===== config.mk =====
export PLATFORM = sky130hd
export DESIGN_NAME = drive_command_framer_crc16_flat
export DESIGN_NICKNAME = d
export VERILOG_FILES = /design/src/rtl/dcf_pkg.sv /design/src/rtl/dcf_if.sv /design/src/rtl/dcf_front.sv /design/src/rtl/dcf_queue.sv /design/src/rtl/dcf_back.sv /design/src/rtl/drive_command_framer_crc16.sv /design/src/flat_wrapper.sv
export VERILOG_INCLUDE_DIRS = /design/src /design/src/rtl
export SDC_FILE = /design/constraint.sdc
export NUM_CORES = 1
export LEC_CHECK = 0
export ABC_AREA = 1
export CAP_MARGIN = 10
export CORE_UTILIZATION = 64
export DETAILED_ROUTE_END_ITERATION = 10
export DONT_BUFFER_PORTS = 1
export MAX_ROUTING_LAYER = met4
export PLACE_DENSITY = 0.83
export SYNTH_ARGS = -nofsm -noshare
export SYNTH_HDL_FRONTEND = slang
export SYNTH_SLANG_ARGS = --single-unit
export TNS_END_PERCENT = 1

===== constraint.sdc =====
create_clock -name clk -period 4.4 [get_ports clk]
set_clock_uncertainty 0.15 [all_clocks]
set_input_delay 1.32 -clock clk [delete_from_list [all_inputs] [get_ports clk]]
set_output_delay 1.32 -clock clk [all_outputs]
set_load 0.005 [all_outputs]

===== src/rtl/drive_command_framer_crc16_assert.svh =====
// Assertion macros shared by the framer modules.
// Each macro expects signals named clk and arst_n in the using module.
`ifndef DRIVE_COMMAND_FRAMER_CRC16_ASSERT_SVH
`define DRIVE_COMMAND_FRAMER_CRC16_ASSERT_SVH

// Same-cycle implication, checked outside reset.
`define DCF_ASSERT_NOW(label, ante, cons, msg) \
	label: assert property (@(posedge clk) disable iff (!arst_n) (ante) |-> (cons)) \
		else $error(msg);

// Next-cycle implication, checked outside reset.
`define DCF_ASSERT_NEXT(label, ante, cons, msg) \
	label: assert property (@(posedge clk) disable iff (!arst_n) (ante) |=> (cons)) \
		else $error(msg);

`endif


===== src/rtl/dcf_pkg.sv =====
// Shared types, codes and the CRC-16 byte update for the command framer.
// No dependencies; the framer modules and the testbench import this package.
package dcf_pkg;

	localparam logic [1:0] OP_READ  = 2'd0;
	localparam logic [1:0] OP_WRITE = 2'd1;
	localparam logic [1:0] OP_DATA  = 2'd2;

	localparam logic [7:0]  SYNC_BYTE      = 8'hA5;
	localparam logic [7:0]  CMD_READ_CODE  = 8'h01;
	localparam logic [7:0]  CMD_WRITE_CODE = 8'h02;
	localparam logic [15:0] CRC_POLY       = 16'h1021;

	localparam int QUEUE_DEPTH = 4;

	typedef enum logic [1:0] {
		KIND_READ,
		KIND_WRITE,
		KIND_DATA,
		KIND_DATA_LAST
	} cmd_kind_t;

	// One classified request as it travels from the front to the back.
	typedef struct packed {
		cmd_kind_t  kind;
		logic [7:0] node;
		logic [7:0] index;
		logic [7:0] offset;
		logic [7:0] count;
		logic [7:0] data;
	} entry_t;

	// Direct-form CRC-16 update by one byte, MSB first. Over a whole message
	// this equals the augmented form followed by two zero bytes.
	function automatic logic [15:0] crc16_feed(input logic [15:0] crc,
			input logic [7:0] data);
		logic [15:0] c;
		c = crc ^ {data, 8'h00};
		for (int k = 0; k < 8; k++) begin
			c = c[15] ? ({c[14:0], 1'b0} ^ CRC_POLY) : {c[14:0], 1'b0};
		end
		return c;
	endfunction

endpackage


===== src/rtl/dcf_if.sv =====
// Valid/ready channels of the framer: command requests in, link bytes out.
// Depends on nothing.
interface dcf_cmd_if;
	logic       valid;
	logic       ready;
	logic [1:0] opcode;
	logic [7:0] node_address;
	logic [7:0] frame_index;
	logic [7:0] frame_offset;
	logic [7:0] word_count;
	logic [7:0] data_byte;

	modport source (output valid, opcode, node_address, frame_index, frame_offset,
		word_count, data_byte, input ready);
	modport sink (input valid, opcode, node_address, frame_index, frame_offset,
		word_count, data_byte, output ready);
endinterface

interface dcf_link_if;
	logic       valid;
	logic       ready;
	logic [7:0] out_byte;
	logic       end_of_frame;
	logic       end_of_run;

	modport source (output valid, out_byte, end_of_frame, end_of_run, input ready);
	modport sink (input valid, out_byte, end_of_frame, end_of_run, output ready);
endinterface


===== src/rtl/dcf_front.sv =====
// Front end: accepts requests, tracks the open write frame and classifies.
// Depends on dcf_pkg and dcf_cmd_if.
module dcf_front #(
	parameter int MAX_DATA_WORDS = 27
) (
	input  logic            clk,
	input  logic            arst_n,
	dcf_cmd_if.sink         cmd,
	input  logic            full,
	output logic            push,
	output dcf_pkg::entry_t entry
);
	import dcf_pkg::*;

	localparam int         BL_W   = $clog2(2 * MAX_DATA_WORDS + 1);
	localparam logic [7:0] MAX_WC = 8'(MAX_DATA_WORDS);

	logic            frame_open_q;
	logic [BL_W-1:0] bytes_left_q;
	logic            accept;
	logic            last_data;
	logic [7:0]      wc_clamped;

	assign cmd.ready = !full;
	assign accept    = cmd.valid && !full;
	assign last_data = (bytes_left_q == BL_W'(1));
	assign wc_clamped = (cmd.word_count > MAX_WC) ? MAX_WC : cmd.word_count;

	always_comb begin
		push         = 1'b0;
		entry.kind   = KIND_DATA;
		entry.node   = cmd.node_address;
		entry.index  = cmd.frame_index;
		entry.offset = cmd.frame_offset;
		entry.count  = cmd.word_count;
		entry.data   = cmd.data_byte;
		unique case (cmd.opcode)
			OP_READ: begin
				push       = accept;
				entry.kind = KIND_READ;
			end
			OP_WRITE: begin
				push        = accept;
				entry.kind  = KIND_WRITE;
				entry.count = wc_clamped;
			end
			OP_DATA: begin
				// Data outside an open write frame is dropped here.
				push       = accept && frame_open_q;
				entry.kind = last_data ? KIND_DATA_LAST : KIND_DATA;
			end
			default: begin
			end
		endcase
	end

	always_ff @(posedge clk or negedge arst_n) begin
		if (!arst_n) begin
			frame_open_q <= 1'b0;
			bytes_left_q <= '0;
		end else if (accept) begin
			priority if (cmd.opcode == OP_READ) begin
				frame_open_q <= 1'b0;
				bytes_left_q <= '0;
			end else if (cmd.opcode == OP_WRITE) begin
				frame_open_q <= (wc_clamped != 8'd0);
				bytes_left_q <= BL_W'({wc_clamped, 1'b0});
			end else if (cmd.opcode == OP_DATA && frame_open_q) begin
				bytes_left_q <= bytes_left_q - BL_W'(1);
				if (last_data) begin
					frame_open_q <= 1'b0;
				end
			end else begin
				// Stray data and the unused opcode leave the frame state alone.
				frame_open_q <= frame_open_q;
			end
		end
	end

endmodule


===== src/rtl/dcf_queue.sv =====
// Short request queue between the front and back ends.
// Depends on dcf_pkg and the assertion macro header.
module dcf_queue (
	input  logic            clk,
	input  logic            arst_n,
	input  logic            push,
	input  dcf_pkg::entry_t entry,
	input  logic            pop,
	output logic            full,
	output logic            empty,
	output dcf_pkg::entry_t head
);
	import dcf_pkg::*;

	localparam int PTR_W = $clog2(QUEUE_DEPTH);
	localparam int CNT_W = $clog2(QUEUE_DEPTH + 1);

	entry_t           mem_q [QUEUE_DEPTH];
	logic [PTR_W-1:0] wr_ptr_q;
	logic [PTR_W-1:0] rd_ptr_q;
	logic [CNT_W-1:0] count_q;

	assign full  = (count_q == CNT_W'(QUEUE_DEPTH));
	assign empty = (count_q == '0);
	assign head  = mem_q[rd_ptr_q];

	always_ff @(posedge clk) begin
		if (push) begin
			mem_q[wr_ptr_q] <= entry;
		end
	end

	always_ff @(posedge clk or negedge arst_n) begin
		if (!arst_n) begin
			wr_ptr_q <= '0;
			rd_ptr_q <= '0;
			count_q  <= '0;
		end else begin
			if (push) begin
				wr_ptr_q <= wr_ptr_q + PTR_W'(1);
			end
			if (pop) begin
				rd_ptr_q <= rd_ptr_q + PTR_W'(1);
			end
			unique case ({push, pop})
				2'b10:   count_q <= count_q + CNT_W'(1);
				2'b01:   count_q <= count_q - CNT_W'(1);
				default: count_q <= count_q;
			endcase
		end
	end

	`include "drive_command_framer_crc16_assert.svh"

	`DCF_ASSERT_NOW(a_no_push_full, push, !full, "queue written while full")
	`DCF_ASSERT_NOW(a_no_pop_empty, pop, !empty, "queue read while empty")

endmodule


===== src/rtl/dcf_back.sv =====
// Back end: walks each queued request through its output bytes and CRC.
// Depends on dcf_pkg, dcf_link_if and the assertion macro header.
module dcf_back (
	input  logic            clk,
	input  logic            arst_n,
	input  logic            empty,
	input  dcf_pkg::entry_t head,
	output logic            pop,
	dcf_link_if.source      link
);
	import dcf_pkg::*;

	localparam logic [3:0] STEP_CRC_HI   = 4'd6;
	localparam logic [3:0] STEP_CRC_LO   = 4'd7;
	localparam logic [3:0] STEP_ZERO_END = 4'd9;
	localparam logic [3:0] STEP_DATA_END = 4'd2;

	logic [3:0]  step_q;
	logic [15:0] crc_q;
	logic        out_valid_q;
	logic [7:0]  out_byte_q;
	logic        eof_q;
	logic        eor_q;

	logic        gen;
	logic        is_hdr;
	logic [3:0]  last_step;
	logic        at_last;
	logic [7:0]  byte_nx;
	logic        eof_nx;
	logic        crc_upd;
	logic [15:0] crc_base;

	assign gen    = !empty && (!out_valid_q || link.ready);
	assign is_hdr = (head.kind == KIND_READ) || (head.kind == KIND_WRITE);

	always_comb begin
		unique case (head.kind)
			KIND_READ:      last_step = STEP_CRC_LO;
			KIND_WRITE:     last_step = (head.count == 8'd0) ? STEP_ZERO_END : STEP_CRC_LO;
			KIND_DATA:      last_step = 4'd0;
			KIND_DATA_LAST: last_step = STEP_DATA_END;
			default:        last_step = 4'd0;
		endcase
	end

	assign at_last = (step_q == last_step);
	assign pop     = gen && at_last;

	// The header CRC always starts from zero on the sync byte.
	assign crc_base = (is_hdr && step_q == 4'd0) ? 16'h0000 : crc_q;

	always_comb begin
		byte_nx = 8'h00;
		eof_nx  = 1'b0;
		crc_upd = 1'b0;
		if (is_hdr) begin
			unique case (step_q)
				4'd0:        begin byte_nx = SYNC_BYTE;    crc_upd = 1'b1; end
				4'd1:        begin byte_nx = head.node;    crc_upd = 1'b1; end
				4'd2: begin
					byte_nx = (head.kind == KIND_WRITE) ? CMD_WRITE_CODE : CMD_READ_CODE;
					crc_upd = 1'b1;
				end
				4'd3:        begin byte_nx = head.index;   crc_upd = 1'b1; end
				4'd4:        begin byte_nx = head.offset;  crc_upd = 1'b1; end
				4'd5:        begin byte_nx = head.count;   crc_upd = 1'b1; end
				STEP_CRC_HI: byte_nx = crc_q[15:8];
				STEP_CRC_LO: byte_nx = crc_q[7:0];
				default:     byte_nx = 8'h00;
			endcase
			// A write with data keeps its frame open past the header CRC.
			eof_nx = at_last && ((head.kind == KIND_READ) || (head.count == 8'd0));
		end else begin
			unique case (step_q)
				4'd0: begin
					byte_nx = head.data;
					crc_upd = 1'b1;
				end
				4'd1:    byte_nx = crc_q[15:8];
				default: byte_nx = crc_q[7:0];
			endcase
			eof_nx = (head.kind == KIND_DATA_LAST) && at_last;
		end
	end

	always_ff @(posedge clk or negedge arst_n) begin
		if (!arst_n) begin
			step_q      <= '0;
			crc_q       <= '0;
			out_valid_q <= 1'b0;
			out_byte_q  <= '0;
			eof_q       <= 1'b0;
			eor_q       <= 1'b0;
		end else if (gen) begin
			out_valid_q <= 1'b1;
			out_byte_q  <= byte_nx;
			eof_q       <= eof_nx;
			eor_q       <= at_last;
			step_q      <= at_last ? 4'd0 : step_q + 4'd1;
			// The data field CRC restarts once the header CRC is out.
			if (is_hdr && at_last) begin
				crc_q <= 16'h0000;
			end else if (crc_upd) begin
				crc_q <= crc16_feed(crc_base, byte_nx);
			end
		end else if (link.ready) begin
			out_valid_q <= 1'b0;
		end
	end

	assign link.valid        = out_valid_q;
	assign link.out_byte     = out_byte_q;
	assign link.end_of_frame = eof_q;
	assign link.end_of_run   = eor_q;

	`include "drive_command_framer_crc16_assert.svh"

	`DCF_ASSERT_NOW(a_eof_ends_run, out_valid_q && eof_q, eor_q,
		"frame end not marked as end of run")
	`DCF_ASSERT_NOW(a_step_has_head, step_q != 4'd0, !empty,
		"request left the queue mid sequence")
	`DCF_ASSERT_NOW(a_step_range, 1'b1, step_q <= STEP_ZERO_END,
		"sequence step out of range")

endmodule


===== src/rtl/drive_command_framer_crc16.sv =====
// Servo drive command framer with CRC-16 over header and data field.
// Requests pass a four-entry queue and the output register on the way to the link.
// Data bytes sustain one request per cycle while the link is ready; headers and the last
// data byte hold the back end through their CRC bytes while the queue absorbs requests.
// Asynchronous reset empties the queue and output register and closes any frame.
module drive_command_framer_crc16 #(
	parameter int MAX_DATA_WORDS = 27
) (
	input  logic       clk,
	input  logic       arst_n,
	dcf_cmd_if.sink    cmd,
	dcf_link_if.source link
);
	import dcf_pkg::*;

	logic   push;
	logic   pop;
	logic   full;
	logic   empty;
	entry_t entry;
	entry_t head;

	dcf_front #(
		.MAX_DATA_WORDS(MAX_DATA_WORDS)
	) u_front (
		.clk   (clk),
		.arst_n(arst_n),
		.cmd   (cmd),
		.full  (full),
		.push  (push),
		.entry (entry)
	);

	dcf_queue u_queue (
		.clk   (clk),
		.arst_n(arst_n),
		.push  (push),
		.entry (entry),
		.pop   (pop),
		.full  (full),
		.empty (empty),
		.head  (head)
	);

	dcf_back u_back (
		.clk   (clk),
		.arst_n(arst_n),
		.empty (empty),
		.head  (head),
		.pop   (pop),
		.link  (link)
	);

endmodule


===== src/flat_wrapper.sv =====
// flat-port wrapper written by rule: the top's interface ports become plain ports
module drive_command_framer_crc16_flat import dcf_pkg::*;
#(
	parameter int MAX_DATA_WORDS = 27
)
  (clk, arst_n, cmd_valid, cmd_opcode, cmd_node_address, cmd_frame_index, cmd_frame_offset, cmd_word_count, cmd_data_byte, cmd_ready, link_valid, link_out_byte, link_end_of_frame, link_end_of_run, link_ready);
  dcf_cmd_if cmd_i ();
  dcf_link_if link_i ();
  input  logic clk;
  input  logic arst_n;
  input wire logic [$bits(cmd_i.valid)-1:0] cmd_valid;
  input wire logic [$bits(cmd_i.opcode)-1:0] cmd_opcode;
  input wire logic [$bits(cmd_i.node_address)-1:0] cmd_node_address;
  input wire logic [$bits(cmd_i.frame_index)-1:0] cmd_frame_index;
  input wire logic [$bits(cmd_i.frame_offset)-1:0] cmd_frame_offset;
  input wire logic [$bits(cmd_i.word_count)-1:0] cmd_word_count;
  input wire logic [$bits(cmd_i.data_byte)-1:0] cmd_data_byte;
  output wire logic [$bits(cmd_i.ready)-1:0] cmd_ready;
  output wire logic [$bits(link_i.valid)-1:0] link_valid;
  output wire logic [$bits(link_i.out_byte)-1:0] link_out_byte;
  output wire logic [$bits(link_i.end_of_frame)-1:0] link_end_of_frame;
  output wire logic [$bits(link_i.end_of_run)-1:0] link_end_of_run;
  input wire logic [$bits(link_i.ready)-1:0] link_ready;
  assign cmd_i.valid = cmd_valid;
  assign cmd_i.opcode = cmd_opcode;
  assign cmd_i.node_address = cmd_node_address;
  assign cmd_i.frame_index = cmd_frame_index;
  assign cmd_i.frame_offset = cmd_frame_offset;
  assign cmd_i.word_count = cmd_word_count;
  assign cmd_i.data_byte = cmd_data_byte;
  assign cmd_ready = cmd_i.ready;
  assign link_valid = link_i.valid;
  assign link_out_byte = link_i.out_byte;
  assign link_end_of_frame = link_i.end_of_frame;
  assign link_end_of_run = link_i.end_of_run;
  assign link_i.ready = link_ready;
  drive_command_framer_crc16 #(.MAX_DATA_WORDS(MAX_DATA_WORDS)) u_core (.clk(clk), .arst_n(arst_n), .cmd(cmd_i), .link(link_i));
endmodule

# Yosys cells after proc, flatten, opt, wreduce, memory -nomap -nowiden
# Memories as Yosys holds them, arrays and structs flattened.
# Cells that the tools add are included.
totals:
  register_bits: 45
  latchBits: 0
  mem_bits_rw: 168
  romBits: 0
  input_bits: 46
  output_inout_bits: 12
  word_cells: 115
  n_memories: 1
op_classes:
  addsub: 6
  n_mul: 0
  div_mod_pow: 0
  order_cmp: 1
  eq_ne: 17
  shifts: 0
  muxes: 39
  bitwise: 9
  reduce_logical: 31
memory_table:
  columns: ["name", "words", "word_bits", "rd", "rd_clocked_by_memory_dff", "wr", "line", "text"]
  rows:
  - ["u_core.u_queue.mem_q", 4, 42, 1, 0, 1, "dcf_queue.sv:18", "entry_t mem_q [QUEUE_DEPTH];"]
ops:
  columns: ["op", "n"]
  rows:
  - ["$mux 13", 8]
  - ["$pmux 8 s8", 1]
  - ["$mux 16", 3]
  - ["$mux 8", 3]
  - ["$not 3->3", 8]
  - ["$mux 6", 3]
  - ["$eq 4x3->1 const B", 4]
  - ["$pmux 4 s4", 1]
  - ["$pmux 8 s2", 1]
  - ["$xor 16x16->16", 1]
  - ["$mux 1", 13]
  - ["$logic_and 1x1->1", 9]
  - ["$eq 2x2->1 const B", 4]
  - ["$eq 4x2->1 const B", 2]
  - ["$gt 8x5->1 const B", 1]
  - ["$logic_not 8->1", 1]
  - ["$mux 4", 2]
  - ["$reduce_bool 8->1", 1]
  - ["$eq 2x1->1 const B", 3]
  - ["$eq 6x1->1 const B", 1]
  - ["$pmux 2 s3", 1]
  - ["$pmux 3 s2", 1]
  - ["$reduce_bool 2->1", 3]
  - ["$reduce_bool 3->1", 2]
  - ["other kinds (19)", 26]

# Logic depth before layout (Yosys ltp)
# An unclocked memory read counts as a cell.
depth:
  depth_word: 24
  ltp_mapped: 22
  mapped_depth_nobuf: 19

# Cells and area by module
# A second synthesis with hierarchy kept.
hier_totals:
  cells_unflattened: 1133
  area_unflattened_um2: 10926.7
by_module_without_submodules:
  columns: ["mod", "n_inst", "cells_each", "area_per_inst_um2", "seq_area_each_um2"]
  rows:
  - ["dcf_queue", 1, 539, 7158.1, 5220.0]
  - ["dcf_back", 1, 462, 2890.3, 775.7]
  - ["dcf_front", 1, 132, 878.3, 175.2]

# Worst setup path after synthesis
# No wires, ideal clock.
synth_path:
  path_type: "in2reg"
  startpoint: "in cmd_opcode[0]"
  endpoint: "mem u_core.u_queue.mem_q[0][0] (netlist bit), enable pin"
  setup_ps: 442
  t_arrival_ps: 3792
  t_required_ps: 3808
  path_slack_ps: 17
  stages: 5
  n_path_buf: 0
  cell_sequence: "inv_1 a21oi_1 nor2_2 clkinv_1 nor2_1"
synth_between:
  elab_chain_cells: 5
  word_cells_on_any_way: 7
  cone_classes: "2 x eq/ne; 3 x mux; 2 x reduce/logical"
synth_rtl:
  columns: ["item", "line", "text"]
  rows:
  - ["from (decl)", "flat_wrapper.sv:12", "input wire logic [$bits(cmd_i.opcode)-1:0] cmd_opcode;"]
  - ["$eq 2x1->1 / $logic_not 2->1 (equally long branches)", "dcf_front.sv:37", "unique case (cmd.opcode)"]
  - ["$reduce_or 2->1 (no line)", null, null]
  - ["$pmux 1 s2 *", "dcf_front.sv:37", null]
  - ["$mux 1 *", "dcf_queue.sv:28", "if (push) begin"]
  - ["$mux 1 (implied by the code) *", "dcf_queue.sv:29", "mem_q[wr_ptr_q] <= entry;"]
  - ["to (decl)", "dcf_queue.sv:18", null]
# Every way passes the cells marked *; elsewhere a longest branch is shown, timed or not.

# Worst setup path after layout
layout_path:
  startpoint: "reg u_core.u_queue.rd_ptr_q[0]"
  endpoint: "reg u_core.u_queue.count_q[2]"
layout_between:
  elab_chain_cells: 8
  word_cells_on_any_way: 14
  cone_classes: "6 x eq/ne; 3 x mux; 4 x reduce/logical; 1 x memory"
layout_rtl:
  columns: ["item", "line", "text"]
  rows:
  - ["from (decl)", "dcf_queue.sv:20", "logic [PTR_W-1:0] rd_ptr_q;"]
  - ["from (signal assigned)", "dcf_queue.sv:43", "rd_ptr_q <= rd_ptr_q + PTR_W'(1);"]
  - ["$mem_v2 4x42 *", null, null]
  - ["$logic_not 8->1", "dcf_back.sv:40", "KIND_WRITE: last_step = (head.count == 8'd0) ? STEP_ZERO_END : STEP_CRC_LO;"]
  - ["$mux 4", "dcf_back.sv:40", null]
  - ["$pmux 4 s4 *", "dcf_back.sv:38", "unique case (head.kind)"]
  - ["$eq 4x4->1 *", "dcf_back.sv:47", "assign at_last = (step_q == last_step);"]
  - ["$logic_and 1x1->1 *", "dcf_back.sv:48", "assign pop = gen && at_last;"]
  - ["via u_core.pop", "drive_command_framer_crc16.sv:17", "logic pop;"]
  - ["$eq 2x1->1 / $eq 2x2->1 (equally long branches)", "dcf_queue.sv:45", "unique case ({push, pop})"]
  - ["$pmux 3 s2 / $reduce_bool 2->1 (equally long branches)", null, null]
  - ["to (signal assigned)", "dcf_queue.sv:46", "2'b10: count_q <= count_q + CNT_W'(1);"]
  - ["to (signal assigned)", "dcf_queue.sv:47", "2'b01: count_q <= count_q - CNT_W'(1);"]
  - ["to (signal assigned)", "dcf_queue.sv:48", "default: count_q <= count_q;"]
  - ["to (decl)", "dcf_queue.sv:21", "logic [CNT_W-1:0] count_q;"]
# Mark *: on every way through the listed nets, which the timed path passes. The rest lies on a longest branch.
# A chain may end at the register's enable or synchronous reset.

==> impl_metrics.env <==
export IMPL_status="complete, no violations"
export IMPL_grt_ovfl_total=0
export IMPL_antenna_found_initial=0
export IMPL_power_leakage_nw=4.71
export IMPL_fillers=1091
export IMPL_cp_max_fo=53
export IMPL_ys_seq_elements=213
export IMPL_drtAntennaViolNets=0
export IMPL_ys_seq_area_frac=0.607
export IMPL_area_growth_pct=8.73
export IMPL_clockBufferDepth=3
export IMPL_vias=7551
export IMPL_start_util=0.661
export IMPL_hpwl_mm=14.5
export IMPL_slew_headroom=0.496
export IMPL_die_x_um=128
export IMPL_clk_pin_slew_worst_paths_ns=0.07
export IMPL_grt_pass1_wl_mm=36.5
export IMPL_synth_xor_xnor_area_share=0.0121
export IMPL_avgSynthCellArea_sq_um=9.28
export IMPL_cp_slowest_cell="buf_4"
export IMPL_synthAdderAreaFrac=0.0155
export IMPL_drt_total_wl_mm=22.8
export IMPL_reg2reg_to="u_core.u_queue.count_q[2]$_DFFE_PN0P_"
export IMPL_holdBufCountCts=0
export IMPL_yosys_warnings=0
export IMPL_regToRegSetupSlack_ns=0.94
export IMPL_rr_worst_depth=17
export IMPL_postCtsSetupRepairBufs=0
export IMPL_synth_ff_type="edfxtp_1"
export IMPL_cts_resized=0
export IMPL_setup_violations_final=0
export IMPL_crit_cells=17
export IMPL_wl_per_cell_um=17.2
export IMPL_path_cells="buf_4, nand2_1, nand3_1, nand2_2, inv_1, nor2_1, nand3_2, nand2_1, nand2_1, nand2_1, nand3_4, nor2_4, ha_1, fa_1, a21oi_1, o21ai_0, xor2_1"
export IMPL_dieArea_sq_um=16400
export IMPL_reg2reg_from="u_core.u_queue.rd_ptr_q[0]$_DFFE_PN0P_"
export IMPL_cp_end_kind="flop"
export IMPL_max_stage_delay_ns=0.47
export IMPL_setup_worst_path_end="u_core.u_queue.count_q[2]$_DFFE_PN0P_"
export IMPL_yosys_area_share_simple=0.241
export IMPL_numPlacedInstances=1285
export IMPL_rsz0062_at_grt="false"
export IMPL_grt_max_degree=54
export IMPL_worst_hold_path_type="in2async"
export IMPL_n_antenna_cell=0
export IMPL_worst_pin_slew_ns=0.753
export IMPL_mostFrequentLayoutCell="nand2_1"
export IMPL_ys_types=40
export IMPL_critPathLaunch="u_core.u_queue.rd_ptr_q[0]$_DFFE_PN0P_"
export IMPL_path_class="reg2reg"
export IMPL_finalNonFillerCells=1322
export IMPL_peakVddDrop_uv=434
export IMPL_async_flop_share=0.211
export IMPL_drc=0
export IMPL_finalMaxSlewViolations=0
export IMPL_htreeDepth=1
export IMPL_fin_tns_setup_ns=0
export IMPL_layout_min_cycle_time_ns=3.46
export IMPL_synthMuxAreaShare=0
export IMPL_period_share=0.787
export IMPL_synth_cells=1095
export IMPL_clock_fmax_ghz=0.289
export IMPL_syn_area_sq_um=10200
export IMPL_synth_compound_area_frac=0.0631
export IMPL_rows=45
export IMPL_syn_num_nets=1153
export IMPL_cts_tree="yes"
export IMPL_root_buffer="clkbuf_16"
export IMPL_grt_pass1_vias=7291
export IMPL_vias_per_cell=5.71
export IMPL_drt_iter0_markers=864
export IMPL_ios=58
export IMPL_drive_above_1_share=0.0630
export IMPL_clk_latency_ns=0.53
export IMPL_placed_cell_area_sq_um=10400
export IMPL_layout_common_cells="338 x nand2_1, 168 x edfxtp_1, 116 x nor2_1"
export IMPL_p_per_area_nw_per_um2=742
export IMPL_cts_sinks=213
export IMPL_gp_congestion=0.930
export IMPL_numCtsBuffers=22
export IMPL_core_area_sq_um=15400
export IMPL_synth_top_family_by_area="simple AND/OR/NAND/NOR gates"
export IMPL_required_ns=4.65
export IMPL_port_buffers=0
export IMPL_path_buf_inv=2
export IMPL_grtUsageTotal=0.300
export IMPL_cp_start_kind="flop"
export IMPL_fp_dieH_um=128
export IMPL_max_cap_violations=0
export IMPL_firstDrtPassIters=8
export IMPL_arrival_ns=3.71
export IMPL_synth_edf_count=168
export IMPL_hold_violations=0
export IMPL_critical_path_most_common_cell="nand2_1"
export IMPL_cp_top_family="simple AND/OR/NAND/NOR gates"
export IMPL_nNetsFinal=1156
export IMPL_final_area_sq_um=11100
registers in the layout (all words and copies together) (netlist names), 2 cells and up:
register	flops
u_core.u_front.bytes_left_q	6
u_core.u_queue.mem_q	168
u_core.u_queue.rd_ptr_q	2
u_core.u_queue.wr_ptr_q	2
u_core.u_back.crc_q	16
u_core.u_queue.count_q	3
u_core.u_back.step_q	4
u_core.u_back.link.out_byte	8
how the worst min path moves through the flow:
| stage | startpoint | end | slack (ns) |
|---|---|---|---|
| floorplan | u_core.u_front.frame_open_q$_DFFE_PN0P_ | u_core.u_front.frame_open_q$_DFFE_PN0P_ | 0.30 |
| global placement | u_core.u_back.crc_q[0]$_DFFE_PN0P_ | u_core.u_back.crc_q[0]$_DFFE_PN0P_ | 0.32 |
| detailed placement | u_core.u_front.frame_open_q$_DFFE_PN0P_ | u_core.u_front.frame_open_q$_DFFE_PN0P_ | 0.33 |
| CTS | arst_n | u_core.u_front.bytes_left_q[5]$_DFFE_PN0P_ | 0.33 |
| global route | arst_n | u_core.u_back.link.out_byte[4]$_DFFE_PN0P_ | 0.32 |
| finish | arst_n | u_core.u_back.crc_q[14]$_DFFE_PN0P_ | 0.33 |
cell usage after synthesis, types with 2 or more instances:
library cell  number  area share
xor2_1            13       0.011
a31oi_1            8      0.0049
or2_2              3      0.0018
o22ai_1            5      0.0031
inv_1            106       0.039
a21boi_0           2      0.0015
buf_6              4      0.0044
o211ai_1           2      0.0015
nand2_1          338        0.12
ha_1              11       0.014
nand3_4            2      0.0034
nand3b_1           5      0.0037
a21oi_1           23       0.011
nand3_1          100       0.049
nand4_1            4      0.0025
edfxtp_1         168        0.50
buf_2             23       0.011
nand2_2            2      0.0012
o31ai_1            2      0.0015
clkbuf_1           8      0.0030
dfrtp_1           45        0.11
o21ai_1            9      0.0044
nor3_1             5      0.0025
o21ai_0           66       0.032
clkinv_1           2     0.00074
nor2_1           120       0.044
nand2_4            2      0.0022
nor2_2             5      0.0031
cell families after synthesis:
family,count (synthesis)
flops,213
buf+inv,147
xor+xnor,14
compound gates,120
fa+ha+maj,12
simple gates,589
stage by stage:
step | setup WS (ns) | utilization | hold slack [ns] | total power, mW
after floorplan | 0.0168 | - | 0.302 | 5.58
after global placement | 1.05 | 0.675 | 0.321 | 6.29
after detailed placement | 0.959 | 0.675 | 0.327 | 6.40
after CTS | 0.958 | 0.719 | 0.331 | 8.16
after global routing | 0.680 | 0.719 | 0.323 | 8.80
final | 0.939 | 0.719 | 0.335 | 8.20
final cells by class:
| cell class | instances | area [sq um] | area share |
|---|---|---|---|
| multi-input cells | 735 | 3410 | 0.309 |
| clock inverters | 10 | 101 | 0.00917 |
| well taps | 211 | 264 | 0.0239 |
| inverters | 111 | 420 | 0.0380 |
| clock buffers | 27 | 569 | 0.0515 |
| repair buffers | 15 | 113 | 0.0102 |
| flip-flops and latches | 213 | 6170 | 0.558 |
per-layer routing:
layer	GRT usage	vias to the layer above	share of wire	routed length (um)
li1	-	3613	-	-
met3	0.0588	50	0.091	2080
met1	0.392	3529	0.40	9140
met5	-	-	0	0
met2	0.475	359	0.48	11000
met4	0.0997	0	0.024	553
power by group:
part	switching, mW	internal [mW]	total, mW
clock	0.760	0.984	1.74
combinational	2.53	1.11	3.63
sequential	0.239	2.59	2.82
Note: power is estimated with default switching activity, not from simulation.
